`src/sv/jsync_pkg.sv`:
```
package jsync_pkg;

  // Defaults for the top-level parameters
  localparam int MAX_PORTS_DEF  = 32;
  localparam int DATA_WIDTH_DEF = 32;

  // Fixed field widths
  localparam int PORT_W      = 5;
  localparam int VALUE_W     = 32;
  localparam int CNT_RAW_W   = 6;
  localparam int MASK_W      = 32;
  localparam int CFG_IDX_W   = 3;
  localparam int IN_TDATA_W  = 40;
  localparam int OUT_TDATA_W = 40;

  // Register indexes of the configuration port
  localparam logic [CFG_IDX_W-1:0] REG_PORT_COUNT  = 3'd0;
  localparam logic [CFG_IDX_W-1:0] REG_TRIGGER     = 3'd1;
  localparam logic [CFG_IDX_W-1:0] REG_REARM       = 3'd2;
  localparam logic [CFG_IDX_W-1:0] REG_START_WAIT  = 3'd3;

  // Reset values of the registers
  localparam logic [CNT_RAW_W-1:0] PORT_COUNT_RST = 6'd2;
  localparam logic [MASK_W-1:0]    MASK_RST       = 32'd3;

  // Controller states
  typedef enum logic [1:0] {
    ST_IDLE,
    ST_FETCH,
    ST_EMIT
  } state_e;

  // Commands from the controller to the datapath
  typedef struct packed {
    logic store;     // write the input beat, update wait bits
    logic load_cnt;  // start a burst at the highest port in use
    logic rd_en;     // read the value memory
    logic dec;       // read the next lower port and step the counter down
    logic out_load;  // load the output register
  } dp_cmd_t;

  // Status from the datapath to the controller
  typedef struct packed {
    logic port_ok;   // input port is in use
    logic fire;      // this beat completes the join
    logic cnt_zero;  // counter sits at port 0
    logic out_free;  // output register can take a beat
  } dp_sts_t;

endpackage

```
`src/sv/jsync_ctrl.sv`:
```
module jsync_ctrl (
  input  logic              clk_i,
  input  logic              rst_ni,
  input  logic              s_valid_i,
  output logic              s_ready_o,
  input  jsync_pkg::dp_sts_t sts_i,
  output jsync_pkg::dp_cmd_t cmd_o
);
  import jsync_pkg::*;

  state_e state_q, state_d;

  // Next state
  always_comb begin
    state_d = state_q;
    case (state_q)
      ST_IDLE: begin
        if (s_valid_i && sts_i.port_ok && sts_i.fire) state_d = ST_FETCH;
      end
      ST_FETCH: state_d = ST_EMIT;
      ST_EMIT: begin
        if (sts_i.out_free && sts_i.cnt_zero) state_d = ST_IDLE;
      end
      default: state_d = ST_IDLE;
    endcase
  end

  // Outputs
  always_comb begin
    cmd_o     = '0;
    s_ready_o = 1'b0;
    case (state_q)
      ST_IDLE: begin
        s_ready_o = 1'b1;
        if (s_valid_i && sts_i.port_ok) begin
          cmd_o.store    = 1'b1;
          cmd_o.load_cnt = sts_i.fire;
        end
      end
      ST_FETCH: cmd_o.rd_en = 1'b1;
      ST_EMIT: begin
        if (sts_i.out_free) begin
          cmd_o.out_load = 1'b1;
          if (!sts_i.cnt_zero) begin
            cmd_o.rd_en = 1'b1;
            cmd_o.dec   = 1'b1;
          end
        end
      end
      default: ;
    endcase
  end

  always_ff @(posedge clk_i or negedge rst_ni) begin
    if (!rst_ni) begin
      state_q <= ST_IDLE;
    end else begin
      state_q <= state_d;
    end
  end

endmodule

```
`src/sv/jsync_dp.sv`:
```
module jsync_dp #(
  parameter int MAX_PORTS  = jsync_pkg::MAX_PORTS_DEF,
  parameter int DATA_WIDTH = jsync_pkg::DATA_WIDTH_DEF
) (
  input  logic                           clk_i,
  input  logic                           rst_ni,
  input  logic                           cfg_we_i,
  input  logic [jsync_pkg::CFG_IDX_W-1:0] cfg_index_i,
  input  logic [jsync_pkg::MASK_W-1:0]    cfg_data_i,
  input  logic [jsync_pkg::PORT_W-1:0]    in_port_i,
  input  logic [jsync_pkg::VALUE_W-1:0]   in_value_i,
  input  jsync_pkg::dp_cmd_t              cmd_i,
  output jsync_pkg::dp_sts_t              sts_o,
  input  logic                           m_ready_i,
  output logic                           m_valid_o,
  output logic [jsync_pkg::PORT_W-1:0]    out_port_o,
  output logic [jsync_pkg::VALUE_W-1:0]   out_value_o,
  output logic                           out_last_o
);
  import jsync_pkg::*;

  localparam int IDX_W = (MAX_PORTS > 1) ? $clog2(MAX_PORTS) : 1;
  localparam int CNT_W = $clog2(MAX_PORTS + 1);
  localparam int SW    = (DATA_WIDTH < VALUE_W) ? DATA_WIDTH : VALUE_W;

  logic [CNT_W-1:0]  n_q, n_d;
  logic [MASK_W-1:0] trig_q, rearm_q, pend_q;
  logic [MASK_W-1:0] used, bit_mask, remain;
  logic [IDX_W-1:0]  cnt_q, rd_addr, wr_addr;
  logic [SW-1:0]     mem_q [MAX_PORTS];
  logic [MAX_PORTS-1:0] valid_q;
  logic [SW-1:0]     rdata_q;
  logic              m_valid_q;
  logic [PORT_W-1:0] port_q;
  logic [SW-1:0]     value_q;
  logic              last_q;
  logic              out_free;

  // Port count is clamped to the legal range when written
  always_comb begin
    if (cfg_data_i[CNT_RAW_W-1:0] < PORT_COUNT_RST) begin
      n_d = CNT_W'(PORT_COUNT_RST);
    end else if (cfg_data_i[CNT_RAW_W-1:0] > CNT_RAW_W'(MAX_PORTS)) begin
      n_d = CNT_W'(MAX_PORTS);
    end else begin
      n_d = cfg_data_i[CNT_W-1:0];
    end
  end

  // Mask of ports in use
  always_comb begin
    for (int i = 0; i < MASK_W; i++) begin
      used[i] = (CNT_RAW_W'(i) < CNT_RAW_W'(n_q));
    end
  end

  // Join test for the incoming beat
  assign bit_mask       = MASK_W'(1) << in_port_i;
  assign remain         = pend_q & ~bit_mask & used;
  assign wr_addr        = in_port_i[IDX_W-1:0];
  assign sts_o.port_ok  = (CNT_RAW_W'(in_port_i) < CNT_RAW_W'(n_q));
  assign sts_o.fire     = (remain == '0) && trig_q[in_port_i];
  assign sts_o.cnt_zero = (cnt_q == '0);
  assign out_free       = !m_valid_q || m_ready_i;
  assign sts_o.out_free = out_free;

  // Configuration registers and wait bits
  always_ff @(posedge clk_i or negedge rst_ni) begin
    if (!rst_ni) begin
      n_q     <= CNT_W'(PORT_COUNT_RST);
      trig_q  <= MASK_RST;
      rearm_q <= MASK_RST;
      pend_q  <= MASK_RST;
    end else begin
      if (cfg_we_i) begin
        case (cfg_index_i)
          REG_PORT_COUNT: n_q     <= n_d;
          REG_TRIGGER:    trig_q  <= cfg_data_i;
          REG_REARM:      rearm_q <= cfg_data_i;
          REG_START_WAIT: pend_q  <= cfg_data_i;
          default: ;
        endcase
      end else if (cmd_i.store) begin
        pend_q <= sts_o.fire ? rearm_q : (pend_q & ~bit_mask);
      end
    end
  end

  // Burst counter, highest port in use down to port 0
  assign rd_addr = cmd_i.dec ? (cnt_q - IDX_W'(1)) : cnt_q;

  always_ff @(posedge clk_i or negedge rst_ni) begin
    if (!rst_ni) begin
      cnt_q <= '0;
    end else if (cmd_i.load_cnt) begin
      cnt_q <= IDX_W'(n_q - CNT_W'(1));
    end else if (cmd_i.dec) begin
      cnt_q <= cnt_q - IDX_W'(1);
    end
  end

  // Value memory; entries never written read as zero
  always_ff @(posedge clk_i) begin
    if (cmd_i.store) mem_q[wr_addr] <= in_value_i[SW-1:0];
  end

  always_ff @(posedge clk_i or negedge rst_ni) begin
    if (!rst_ni) begin
      valid_q <= '0;
    end else if (cmd_i.store) begin
      valid_q[wr_addr] <= 1'b1;
    end
  end

  always_ff @(posedge clk_i) begin
    if (cmd_i.rd_en) rdata_q <= valid_q[rd_addr] ? mem_q[rd_addr] : '0;
  end

  // Output register
  always_ff @(posedge clk_i or negedge rst_ni) begin
    if (!rst_ni) begin
      m_valid_q <= 1'b0;
    end else if (cmd_i.out_load) begin
      m_valid_q <= 1'b1;
    end else if (m_ready_i) begin
      m_valid_q <= 1'b0;
    end
  end

  always_ff @(posedge clk_i) begin
    if (cmd_i.out_load) begin
      port_q  <= PORT_W'(cnt_q);
      value_q <= rdata_q;
      last_q  <= (cnt_q == '0);
    end
  end

  assign m_valid_o   = m_valid_q;
  assign out_port_o  = port_q;
  assign out_value_o = VALUE_W'(value_q);
  assign out_last_o  = last_q;

endmodule

```
`src/sv/input_join_synchronizer_top.sv`:
```
// Join over up to MAX_PORTS input ports. Each input beat names a port and a
// value; the value is stored in that port's slot and the port's wait bit is
// cleared. When no wait bit of a port in use remains and the arriving port is
// in the trigger mask, the wait bits reload from the rearm mask and a burst
// of one beat per port in use follows, highest port first, tlast on port 0.
// Beats for ports at or beyond the port count are dropped. Each beat is
// taken in the idle state; a firing beat leads through a fetch state into
// the burst, since the single read port of the value memory is registered
// and yields one stored value per cycle while the output is not stalled. No
// input is taken during a burst. The memory needs no clearing pass: per-entry
// valid bits make unwritten slots read as zero. Configuration writes are
// always ready and must only occur while the block is idle; writing
// start_wait_mask reloads the wait bits at once.
module input_join_synchronizer_top #(
  parameter int MAX_PORTS  = jsync_pkg::MAX_PORTS_DEF,
  parameter int DATA_WIDTH = jsync_pkg::DATA_WIDTH_DEF
) (
  input  logic                             clk_i,
  input  logic                             rst_ni,
  // Configuration write channel
  input  logic                             cfg_valid_i,
  output logic                             cfg_ready_o,
  input  logic [jsync_pkg::CFG_IDX_W-1:0]   cfg_index_i,
  input  logic [jsync_pkg::MASK_W-1:0]      cfg_data_i,
  // Input stream
  input  logic                             s_axis_tvalid,
  output logic                             s_axis_tready,
  input  logic [jsync_pkg::IN_TDATA_W-1:0]  s_axis_tdata,  // port[4:0], value[36:5]
  // Output stream
  output logic                             m_axis_tvalid,
  input  logic                             m_axis_tready,
  output logic [jsync_pkg::OUT_TDATA_W-1:0] m_axis_tdata,  // out_port[4:0], out_value[36:5]
  output logic                             m_axis_tlast
);
  import jsync_pkg::*;

  dp_cmd_t            cmd;
  dp_sts_t            sts;
  logic [PORT_W-1:0]  out_port;
  logic [VALUE_W-1:0] out_value;

  assign cfg_ready_o = 1'b1;

  jsync_ctrl u_ctrl (
    .clk_i     (clk_i),
    .rst_ni    (rst_ni),
    .s_valid_i (s_axis_tvalid),
    .s_ready_o (s_axis_tready),
    .sts_i     (sts),
    .cmd_o     (cmd)
  );

  jsync_dp #(
    .MAX_PORTS  (MAX_PORTS),
    .DATA_WIDTH (DATA_WIDTH)
  ) u_dp (
    .clk_i       (clk_i),
    .rst_ni      (rst_ni),
    .cfg_we_i    (cfg_valid_i && cfg_ready_o),
    .cfg_index_i (cfg_index_i),
    .cfg_data_i  (cfg_data_i),
    .in_port_i   (s_axis_tdata[PORT_W-1:0]),
    .in_value_i  (s_axis_tdata[PORT_W +: VALUE_W]),
    .cmd_i       (cmd),
    .sts_o       (sts),
    .m_ready_i   (m_axis_tready),
    .m_valid_o   (m_axis_tvalid),
    .out_port_o  (out_port),
    .out_value_o (out_value),
    .out_last_o  (m_axis_tlast)
  );

  assign m_axis_tdata = {(OUT_TDATA_W - PORT_W - VALUE_W)'(0), out_value, out_port};

  // The final beat of a burst always carries port 0
  a_last_port0: assert property (@(posedge clk_i) disable iff (!rst_ni)
    m_axis_tvalid && m_axis_tlast |-> m_axis_tdata[PORT_W-1:0] == '0)
    else $error("burst end not on port 0");

  // No input beat is taken while a burst is still being sent
  a_no_input_mid_burst: assert property (@(posedge clk_i) disable iff (!rst_ni)
    m_axis_tvalid && m_axis_tready && !m_axis_tlast |-> !s_axis_tready)
    else $error("input accepted during burst");

  // Every output beat carries a port within the range of the memory
  a_burst_order: assert property (@(posedge clk_i) disable iff (!rst_ni)
    m_axis_tvalid |-> m_axis_tdata[PORT_W-1:0] < PORT_W'(MAX_PORTS - 1) ||
                      m_axis_tdata[PORT_W-1:0] == PORT_W'(MAX_PORTS - 1))
    else $error("output port out of range");

endmodule

```
`config.mk`:
```
export PLATFORM = sky130hd
export DESIGN_NAME = input_join_synchronizer_top
export DESIGN_NICKNAME = d
export VERILOG_FILES = /design/src/sv/jsync_pkg.sv /design/src/sv/jsync_ctrl.sv /design/src/sv/jsync_dp.sv /design/src/sv/input_join_synchronizer_top.sv
export SDC_FILE = /design/constraint.sdc
export NUM_CORES = 1
export LEC_CHECK = 0
export BUFFER_PORTS_ARGS = -buffer_cell sky130_fd_sc_hd__buf_4
export CAP_MARGIN = 5
export CORE_MARGIN = 2
export CORE_UTILIZATION = 30
export CTS_CLUSTER_DIAMETER = 100
export DETAILED_ROUTE_END_ITERATION = 10
export SYNTH_ARGS = -nofsm -noshare
export SYNTH_HDL_FRONTEND = slang
export SYNTH_SLANG_ARGS = --single-unit
```
`constraint.sdc`:
```
create_clock -name clk_i -period 6.16 [get_ports clk_i]
set_input_delay 1.848 -clock clk_i [delete_from_list [all_inputs] [get_ports clk_i]]
set_output_delay 1.848 -clock clk_i [all_outputs]
set_load 0.1 [all_outputs]
```
Yosys cells after proc, flatten, opt, wreduce, memory -nomap -nowiden
Memory sizes are Yosys's and may differ from the RTL's. A register that Yosys moved wholly into a read port is not among the register bits.
Index checks and enable logic that the tools add are counted.
{"block": "totals", "n_memories": 1, "elab_cells": 112, "reg_bits": 180, "out_inout_bits": 44, "ram_bits": 1024}
{"memory": "u_dp.mem_q", "depth": 32, "width": 32, "read_ports": 1, "rd_ports_with_merged_regs": 1, "wr": 1, "line_no": "jsync_dp.sv:30", "text": "logic [SW-1:0] mem_q [MAX_PORTS];"}
{"block": "op_classes", "add_sub_neg": 2, "n_eq_ne": 8, "reduce_logical": 19, "n_lt_le_gt_ge": 38, "n_shift": 1, "n_bitwise": 4, "mux": 28}
{"cell": "$mux W32", "count": 4}
{"cell": "$lt A5 B6 Y1 const A", "count": 16}
{"cell": "$and A32 B32 Y32", "count": 2}
{"cell": "$lt A4 B6 Y1 const A", "count": 8}
{"cell": "$logic_not A32 Y1", "count": 1}
{"cell": "$not A32 Y32", "count": 1}
{"cell": "$or A32 B32 Y32", "count": 1}
{"cell": "$shl A1 B5 Y32 const A", "count": 1}
{"cell": "$lt A3 B6 Y1 const A", "count": 4}
{"cell": "$lt A1 B6 Y1 const A", "count": 2}
{"cell": "$lt A2 B6 Y1 const A", "count": 2}
{"cell": "$lt A5 B6 Y1 const B", "count": 2}
{"cell": "$mux W2", "count": 6}
{"cell": "$mux W6", "count": 2}
{"cell": "$bmux W1 S5", "count": 2}
{"cell": "$mux W5", "count": 2}
{"cell": "$reduce_and A2 Y1", "count": 5}
{"cell": "$sub A5 B1 Y5 const B", "count": 2}
{"cell": "$mux W1", "count": 8}
{"cell": "$eq A3 B2 Y1 const B", "count": 2}
{"cell": "$gt A6 B6 Y1 const B", "count": 1}
{"cell": "$lt A5 B6 Y1", "count": 1}
{"cell": "$lt A6 B2 Y1 const B", "count": 1}
{"cell": "$ne A2 B1 Y1 const B", "count": 3}
{"cell": "other kinds (15)", "count": 21}

Depth between registers and ports, before layout
Gate-level depths: netlist of the first run.
{"block": "logic_depth", "word_depth": 10, "depth_mapped": 16}

Modules after synthesis
Synthesis of the first run repeated with hierarchy kept, for this count alone.
{"block": "unflattened", "hier_cells": 2330, "area_unflattened_um2": 48542.8}
{"mod": "jsync_dp", "cells_each": 2306, "n_inst": 1, "area_per_inst_um2": 48318.8, "seq_area_each_um2": 36363.6}
{"mod": "jsync_ctrl", "cells_each": 18, "n_inst": 1, "area_per_inst_um2": 186.4, "seq_area_each_um2": 50.0}
{"mod": "input_join_synchronizer_top", "cells_each": 6, "n_inst": 1, "area_per_inst_um2": 37.5, "seq_area_each_um2": 0.0}

Worst setup path after synthesis of the first run
No wires, ideal clock.
{"block": "synth_path", "kind": "input to register", "startpoint": "in m_axis_tready", "endpoint": "reg u_dp.rdata_q[31] (read register of u_dp.mem_q), data pin", "slack_ns": 0.808, "t_required_ns": 5.990, "setup_ns": 0.170, "cell_stages": 11, "arrival_ns": 5.182, "path_cell_list": "nor2b_1 clkbuf_1 nor2_1 o32a_1 o31ai_1 clkbuf_1 clkbuf_1 clkbuf_1 a31oi_1 nand3_1 a311oi_2"}
{"block": "synth_via", "elab_chain_cells": 7, "elab_cells_between_ends": 8, "cone_classes": "mux: 6; reduce/logical: 2"}
{"item": "start, declared", "line_no": "input_join_synchronizer_top.sv:31", "text": "input logic m_axis_tready,"}
{"item": "$logic_or A1 B1 Y1 (*)", "line_no": "jsync_dp.sv:64", "text": "assign out_free = !m_valid_q || m_ready_i;"}
{"item": "$mux W3 (*)", "line_no": "jsync_ctrl.sv:42", "text": "if (sts_i.out_free) begin"}
{"item": "$mux W2", "line_no": "jsync_ctrl.sv:32", "text": "case (state_q)"}
{"item": "$mux W5", "line_no": "jsync_dp.sv:90", "text": "assign rd_addr = cmd_i.dec ? (cnt_q - IDX_W'(1)) : cnt_q;"}
{"item": "$bmux W1 S5", "line_no": "jsync_dp.sv:116", "text": "if (cmd_i.rd_en) rdata_q <= valid_q[rd_addr] ? mem_q[rd_addr] : '0;"}
{"item": "$mux W1 (not written as such)", "line_no": "jsync_dp.sv:116"}
{"item": "$logic_not A1 Y1 (no line)"}
{"item": "end, declared", "line_no": "jsync_dp.sv:32", "text": "logic [SW-1:0] rdata_q;"}
Every way passes the cells marked *; elsewhere a longest branch is shown, timed or not. The select of a mux whose other input is x is not followed.
A chain may end at the register's enable or synchronous reset.

==> impl_metrics.toml, run 1 <==
[outcome]
status = "finished, final reports clean"

[cts]
cts_buffer_depth = 3
cts_hold_buf = 0
insertion_delay_ns = 0.75
clk_pin_slew_ns = 0.06
cts.sinks = 1236
ctsHtreeMaxLevel = 3
post-cts-setup-buffers = 0
cts_tree = "done"
cts-root-buf = "clkbuf_16"
cts_inserted_buffers = 114
post_cts.resized_instances = 0

[power]
p_leak_nw = 19.2
total_power_mw = 29.1
p_per_area_nw_per_um2 = 510
vdd_drop_max_uv = 444

[drt]
detail-route-antenna-nets = 0
first_pass_iters = 6
routed_wl_um = 140000
vias = 31500
viasPerCell = 5.26
drc = 0
dr.first_iter.drc_count = 3839
wl_per_cell_um = 23.4

[synthesis]
synth_xor_area_share_pct = 0.0888
syn_inst = 3634
synth_top_cell_by_area = "edfxtp_1"
yosys.area_share.adder_pct = 0.305
yosys_warnings = 0
synth-simple-area-share_pct = 12.0
syn_area_um2 = 49300
yosysTopAreaCellShare_pct = 66.6
synth_top_family_by_area = "simple AND/OR/NAND/NOR gates"
yosys_most_used_dff = "edfxtp_1"
yosysMostFrequentCell = "edfxtp_1"
muxShareOfSynthArea_pct = 1.35
avgSynthCellArea_um2 = 13.6
synth_compound_area_share_pct = 9.76
yosys_register_bits = 1236
synthTopCellsByArea = "edfxtp_1 67%, dfrtp_1 6.9%, nand2_1 6.8%"
synth_common_cells = "1,094 x edfxtp_1, 892 x nand2_1, 205 x nand3_1, 196 x a31oi_1, 156 x clkbuf_1"
synth-edff-count = 1094
yosysUniqueCellTypes = 78
async_reset_ff_share_pct = 11.5
yosysSeqAreaShare_pct = 73.9

[grt]
grt_first_pass_wirelength_um = 203000
grt_max_degree = 120
overflow = 0
grt_pass1_vias = 29900
antenna_found_initial = 8
grt_use_total_pct = 16.2

[place]
port_buffers = 116
dp_hpwl_um = 72200
gp_congestion = 0.824

[timing]
hold_viol = 0
rsz0062_at_grt = "no"
tightest_slew_ns = 0.984
timing.final.crit_share_pct = 76.0
slew_headroom_pct = 34.4
fin_skew_ns = 0.0655
min_period_ns = 4.68
slew_violations = 0
tns_ns = 0
fmax_ghz = 0.214
finalSetupViolCount = 0
whs_ns = 0.389

[critical_path]
cpMaxStageDelayCell = "dfrtp_1"
end_kind = "flip-flop"
critPathKind = "reg -> reg"
cp-start-kind = "flip-flop"
critPathArrivalTime_ns = 5.09
cp.required_ns = 6.57
crit_chain = "inv_1 > ha_1 > or4b_1 > clkinv_4 > o31ai_4 > and2_4 > mux4_2 > nor4b_4 > a31oi_2 > o2111a_4 > buf_12 > a311oi_2"
critPathMaxStageDelay_ns = 0.60
crit_path_max_fanout = 34

[layout]
area_growth_pct = 15.8
post_route_cells_drive_above_1_share_pct = 14.9
diodes = 0
num-nets-final = 3811

[floorplan]
initial_core_util_pct = 30.2
die_area_um2 = 168000
ios = 124
core_um2 = 163000
die_x_um = 409
row_count = 148
fp.dieH_um = 409

[min_path]
hold_path.class = "reg -> reg"

[run]
maxCapViolCount = 0
[per-layer routing]
metal  GRT usage (%)  part of all wire [%]  vias up
met5               0                 0.048        -
met4            4.32                   2.2       10
met3            2.98                   8.7      210
met2            24.7                    45     1445
met1            23.6                    44    16000
li1                -                     -    13900
[registers in the layout, indices dropped and copies added, names as in the netlist, 6 cells and up]
signal	count
u_dp.trig_q	32
u_dp.mem_q	1024
u_dp.valid_q	32
u_dp.rearm_q	32
u_dp.pend_q	32
u_dp.out_value_o	32
u_dp.n_q	6
u_dp.rdata_q	32
[cell families after synthesis]
| family | count (synthesis) |
|---|---|
| buffers and inverters | 304 |
| AO/OA/AOI/OAI | 668 |
| XOR/XNOR | 5 |
| flip-flops | 1236 |
| AND/OR/NAND/NOR | 1355 |
| adder cells (fa/ha/maj) | 12 |
| other | 2 |
| multiplexers | 52 |
[critical path: cells and delay by family, from the launching register on]
| kind | cells | cell delay [ns] |
|---|---|---|
| and+or+nand+nor | 3 | 1.11 |
| AOI/OAI and AO/OA | 4 | 1.09 |
| buffers and inverters | 3 | 0.69 |
| DFF | 1 | 0.60 |
| muxes | 1 | 0.59 |
| adders and majority gates | 1 | 0.28 |
[through the flow]
step	util (%)	area, µm²	cells	setup slack, ns
CTS	35.0	57100	5990	1.51
finish	35.0	57100	5990	1.48
floorplan	-	49300	3636	0.808
global placement	32.8	53400	5778	0.972
global route	35.0	57100	5990	1.26
detailed placement	32.8	53400	5778	0.962
[placed cells by master, fill, tap and decap left out, drive strengths merged, types with 5 or more instances in the layout]
master,Yosys,layout
a31oi,197,197
a221oi,31,31
dfrtp,135,135
edfxtp,1094,1094
clkinv,1,58
nor3,12,12
nor4,8,8
a211oi,73,73
and3,101,101
inv,47,50
nand3,205,205
or2,35,35
mux2i,7,7
mux4,8,8
o32ai,5,5
mux2,37,37
nand3b,5,5
nor2,54,54
buf,100,223
clkbuf,156,143
o21ai,74,74
dfstp,7,7
nand2,892,892
bufinv,0,8
o22ai,38,38
a21oi,84,84
a32oi,65,65
a311oi,66,66
nand4,7,7
ha,12,12
nand2b,9,9
[final timing paths]
check / from / endpoint / slack, ns / cells after the start
min reg2reg: u_dp.rdata_q[9] / u_dp.out_value_o[9] / 0.39 / 0
max in group asynchronous: rst_ni / u_dp.valid_q[22] / 4.09 / 2
max reg2reg: u_dp.cnt_q[0] / u_dp.rdata_q[18] / 1.48 / 12
max: u_dp.cnt_q[0] / u_dp.rdata_q[18] / 1.48 / 12
min in group asynchronous: rst_ni / u_dp.pend_q[18] / 1.00 / 1
min: u_dp.rdata_q[9] / u_dp.out_value_o[9] / 0.39 / 0
[area by class of cell]
cell class / count / area, µm²
timing repair buffer: 223 / 2120
inverter: 48 / 185
multi-input combinational: 2096 / 12000
clock inverter: 69 / 613
clock buffer: 143 / 3050
sequential: 1236 / 36400
fill: 15700 / 106000
tap: 2175 / 2720
[report_power, final]
group	switching [mW]	internal (mW)
Clock	3.12	3.85
Sequential	0.369	9.91
Combinational	8.39	3.45
Total	11.9	17.2
No activity file was read; power rests on OpenSTA's default activity.
==> run 2: changes to the inputs <==
clock period = 4.62 ns   (was 6.16 ns; I/O delays follow)
==> impl_metrics.toml, run 2 (same netlist as run 1, synthesis figures left out) <==
[outcome]
status = "complete, but fails checks"
violations = "antenna violations"

[cts]
cts_inserted_buffers = 119
insertion_delay_ns = 0.77
post_cts.resized_instances = 0
cts_hold_buf = 0
cts_buffer_depth = 3
clk_pin_slew_ns = 0.07
post-cts-setup-buffers = 0
cts-root-buf = "clkbuf_16"
cts_tree = "done"
cts.sinks = 1236
ctsHtreeMaxLevel = 3

[critical_path]
cp-start-kind = "flip-flop"
critPathKind = "reg -> reg"
end_kind = "flip-flop"
critPathArrivalTime_ns = 4.54
critPathMaxStageDelay_ns = 0.67
cpMaxStageDelayCell = "or4b_1"
cp.required_ns = 5.06
crit_chain = "inv_1 > ha_1 > or4b_1 > clkinv_4 > nor3_1 > buf_4 > o21ai_0 > mux4_2 > nand2b_1 > nand4_1 > o2111a_4 > buf_12 > a311oi_2"
crit_path_max_fanout = 11

[timing]
min_period_ns = 4.10
rsz0062_at_grt = "no"
timing.final.crit_share_pct = 88.8
slew_violations = 0
fmax_ghz = 0.244
fin_skew_ns = 0.0853
hold_viol = 0
finalSetupViolCount = 0
setup_slack_ns = 0.518
tightest_slew_ns = 0.982
whs_ns = 0.418
slew_headroom_pct = 34.6

[power]
power_switching_mw = 16.1
vdd_drop_max_uv = 932
p_leak_nw = 19.7
total_power_mw = 40.2
swShare_pct = 39.9
power.share.clock_pct = 24.9
combPwrFrac_pct = 41.0
pwr-share-seq_pct = 34.1
p_per_area_nw_per_um2 = 691
internal_power_mw = 24.2

[place]
place_ws_ns = 0.319
dp_hpwl_um = 74900
gp_congestion = 0.831
dp.cells = 5839
port_buffers = 116

[grt]
antenna_found_initial = 5
overflow = 0
grt_pass1_vias = 30700
grt_first_pass_wirelength_um = 207000
grt_max_degree = 116
grt_use_total_pct = 16.5

[layout]
largest_reg_flops = 1024
post_route_cells_drive_above_1_share_pct = 16.4
area_growth_pct = 18.1
num-nets-final = 3877
final_cell_mix = "1,094 x edfxtp_1, 890 x nand2_1, 221 x buf_4, 205 x nand3_1, 196 x a31oi_1"
regMostFlops = "u_dp.mem_q"
mostFrequentLayoutCell = "edfxtp_1"
final_cells = 6069
final_util_pct = 35.7

[floorplan]
ios = 124
fp.dieH_um = 409
die_x_um = 409
die_area_um2 = 168000
row_count = 148
initial_core_util_pct = 30.2
core_um2 = 163000

[drt]
wl_per_cell_um = 23.3
vias = 31500
dr.first_iter.drc_count = 3681
detail-route-antenna-nets = 1
viasPerCell = 5.19
drc = 0
first_pass_iters = 5
routed_wl_um = 141000

[min_path]
hold_path.class = "reg -> reg"

[run]
maxCapViolCount = 0
==> run 2: cell types whose count changed in the layout (fill, tap and decap cells not counted), moves of 4 or more <==
cell / previous run / this run
buf_4: 187 / 221
buf_12: 35 / 62
bufinv_16: 8 / 16
diode_2: 0 / 6
clkinv_2: 33 / 28
clkbuf_16: 115 / 119
==> run 2: metal layers <==
layer | vias up | GRT usage, % | routed length (µm)
met3 | 203 | 3.19 | 12300
met1 | 15900 | 22.9 | 59800
met5 | - | 0 | 8
li1 | 14000 | - | -
met2 | 1321 | 26.2 | 65800
met4 | 2 | 4.78 | 3520
==> run 2: worst max-delay path, delay by kind of cell (launching register included) <==
family	cells	cell delay, ns
buffers and inverters	4	0.75
adder cells (fa/ha/maj)	1	0.22
AND/OR/NAND/NOR	4	1.00
AO/OA/AOI/OAI	3	1.00
flip-flops	1	0.45
multiplexers	1	0.39
==> run 2: layout make-up <==
cell class	instances	area, µm²
fill	15500	105000
sequential	1236	36400
multi-input combinational	2096	12000
clock buffer	147	3120
timing repair buffer	284	2910
tap	2175	2720
clock inverter	77	896
inverter	48	185
antenna	6	15.0
==> run 2: stage by stage <==
stage	cell area, µm²	TNS (ns)
after floorplan	49300	-214.94
after global placement	54200	0
after detailed placement	54200	0
after CTS	58200	0
after global routing	58200	0
final	58200	0
==> run 2: worst paths after layout <==
check / start / cells past startpoint / end / slack (ns)
min in group asynchronous: rst_ni / 1 / u_dp.trig_q[19] / 0.77
min reg2reg: u_dp.rdata_q[22] / 0 / u_dp.out_value_o[22] / 0.42
max: u_dp.cnt_q[1] / 13 / u_dp.rdata_q[21] / 0.52
min: u_dp.rdata_q[22] / 0 / u_dp.out_value_o[22] / 0.42
max in group asynchronous: rst_ni / 2 / u_dp.valid_q[25] / 3.08
max reg2reg: u_dp.cnt_q[1] / 13 / u_dp.rdata_q[21] / 0.52
==> run 2: power by group through the flow <==
stage               clock network (mW)  logic (mW)  registers (mW)
floorplan                            0        9.57            14.8
global placement                     0        16.4            13.9
detailed placement                   0        16.5            13.9
CTS                               10.2        16.6            13.7
global route                      10.6        17.9            13.8
finish                            10.0        16.5            13.7
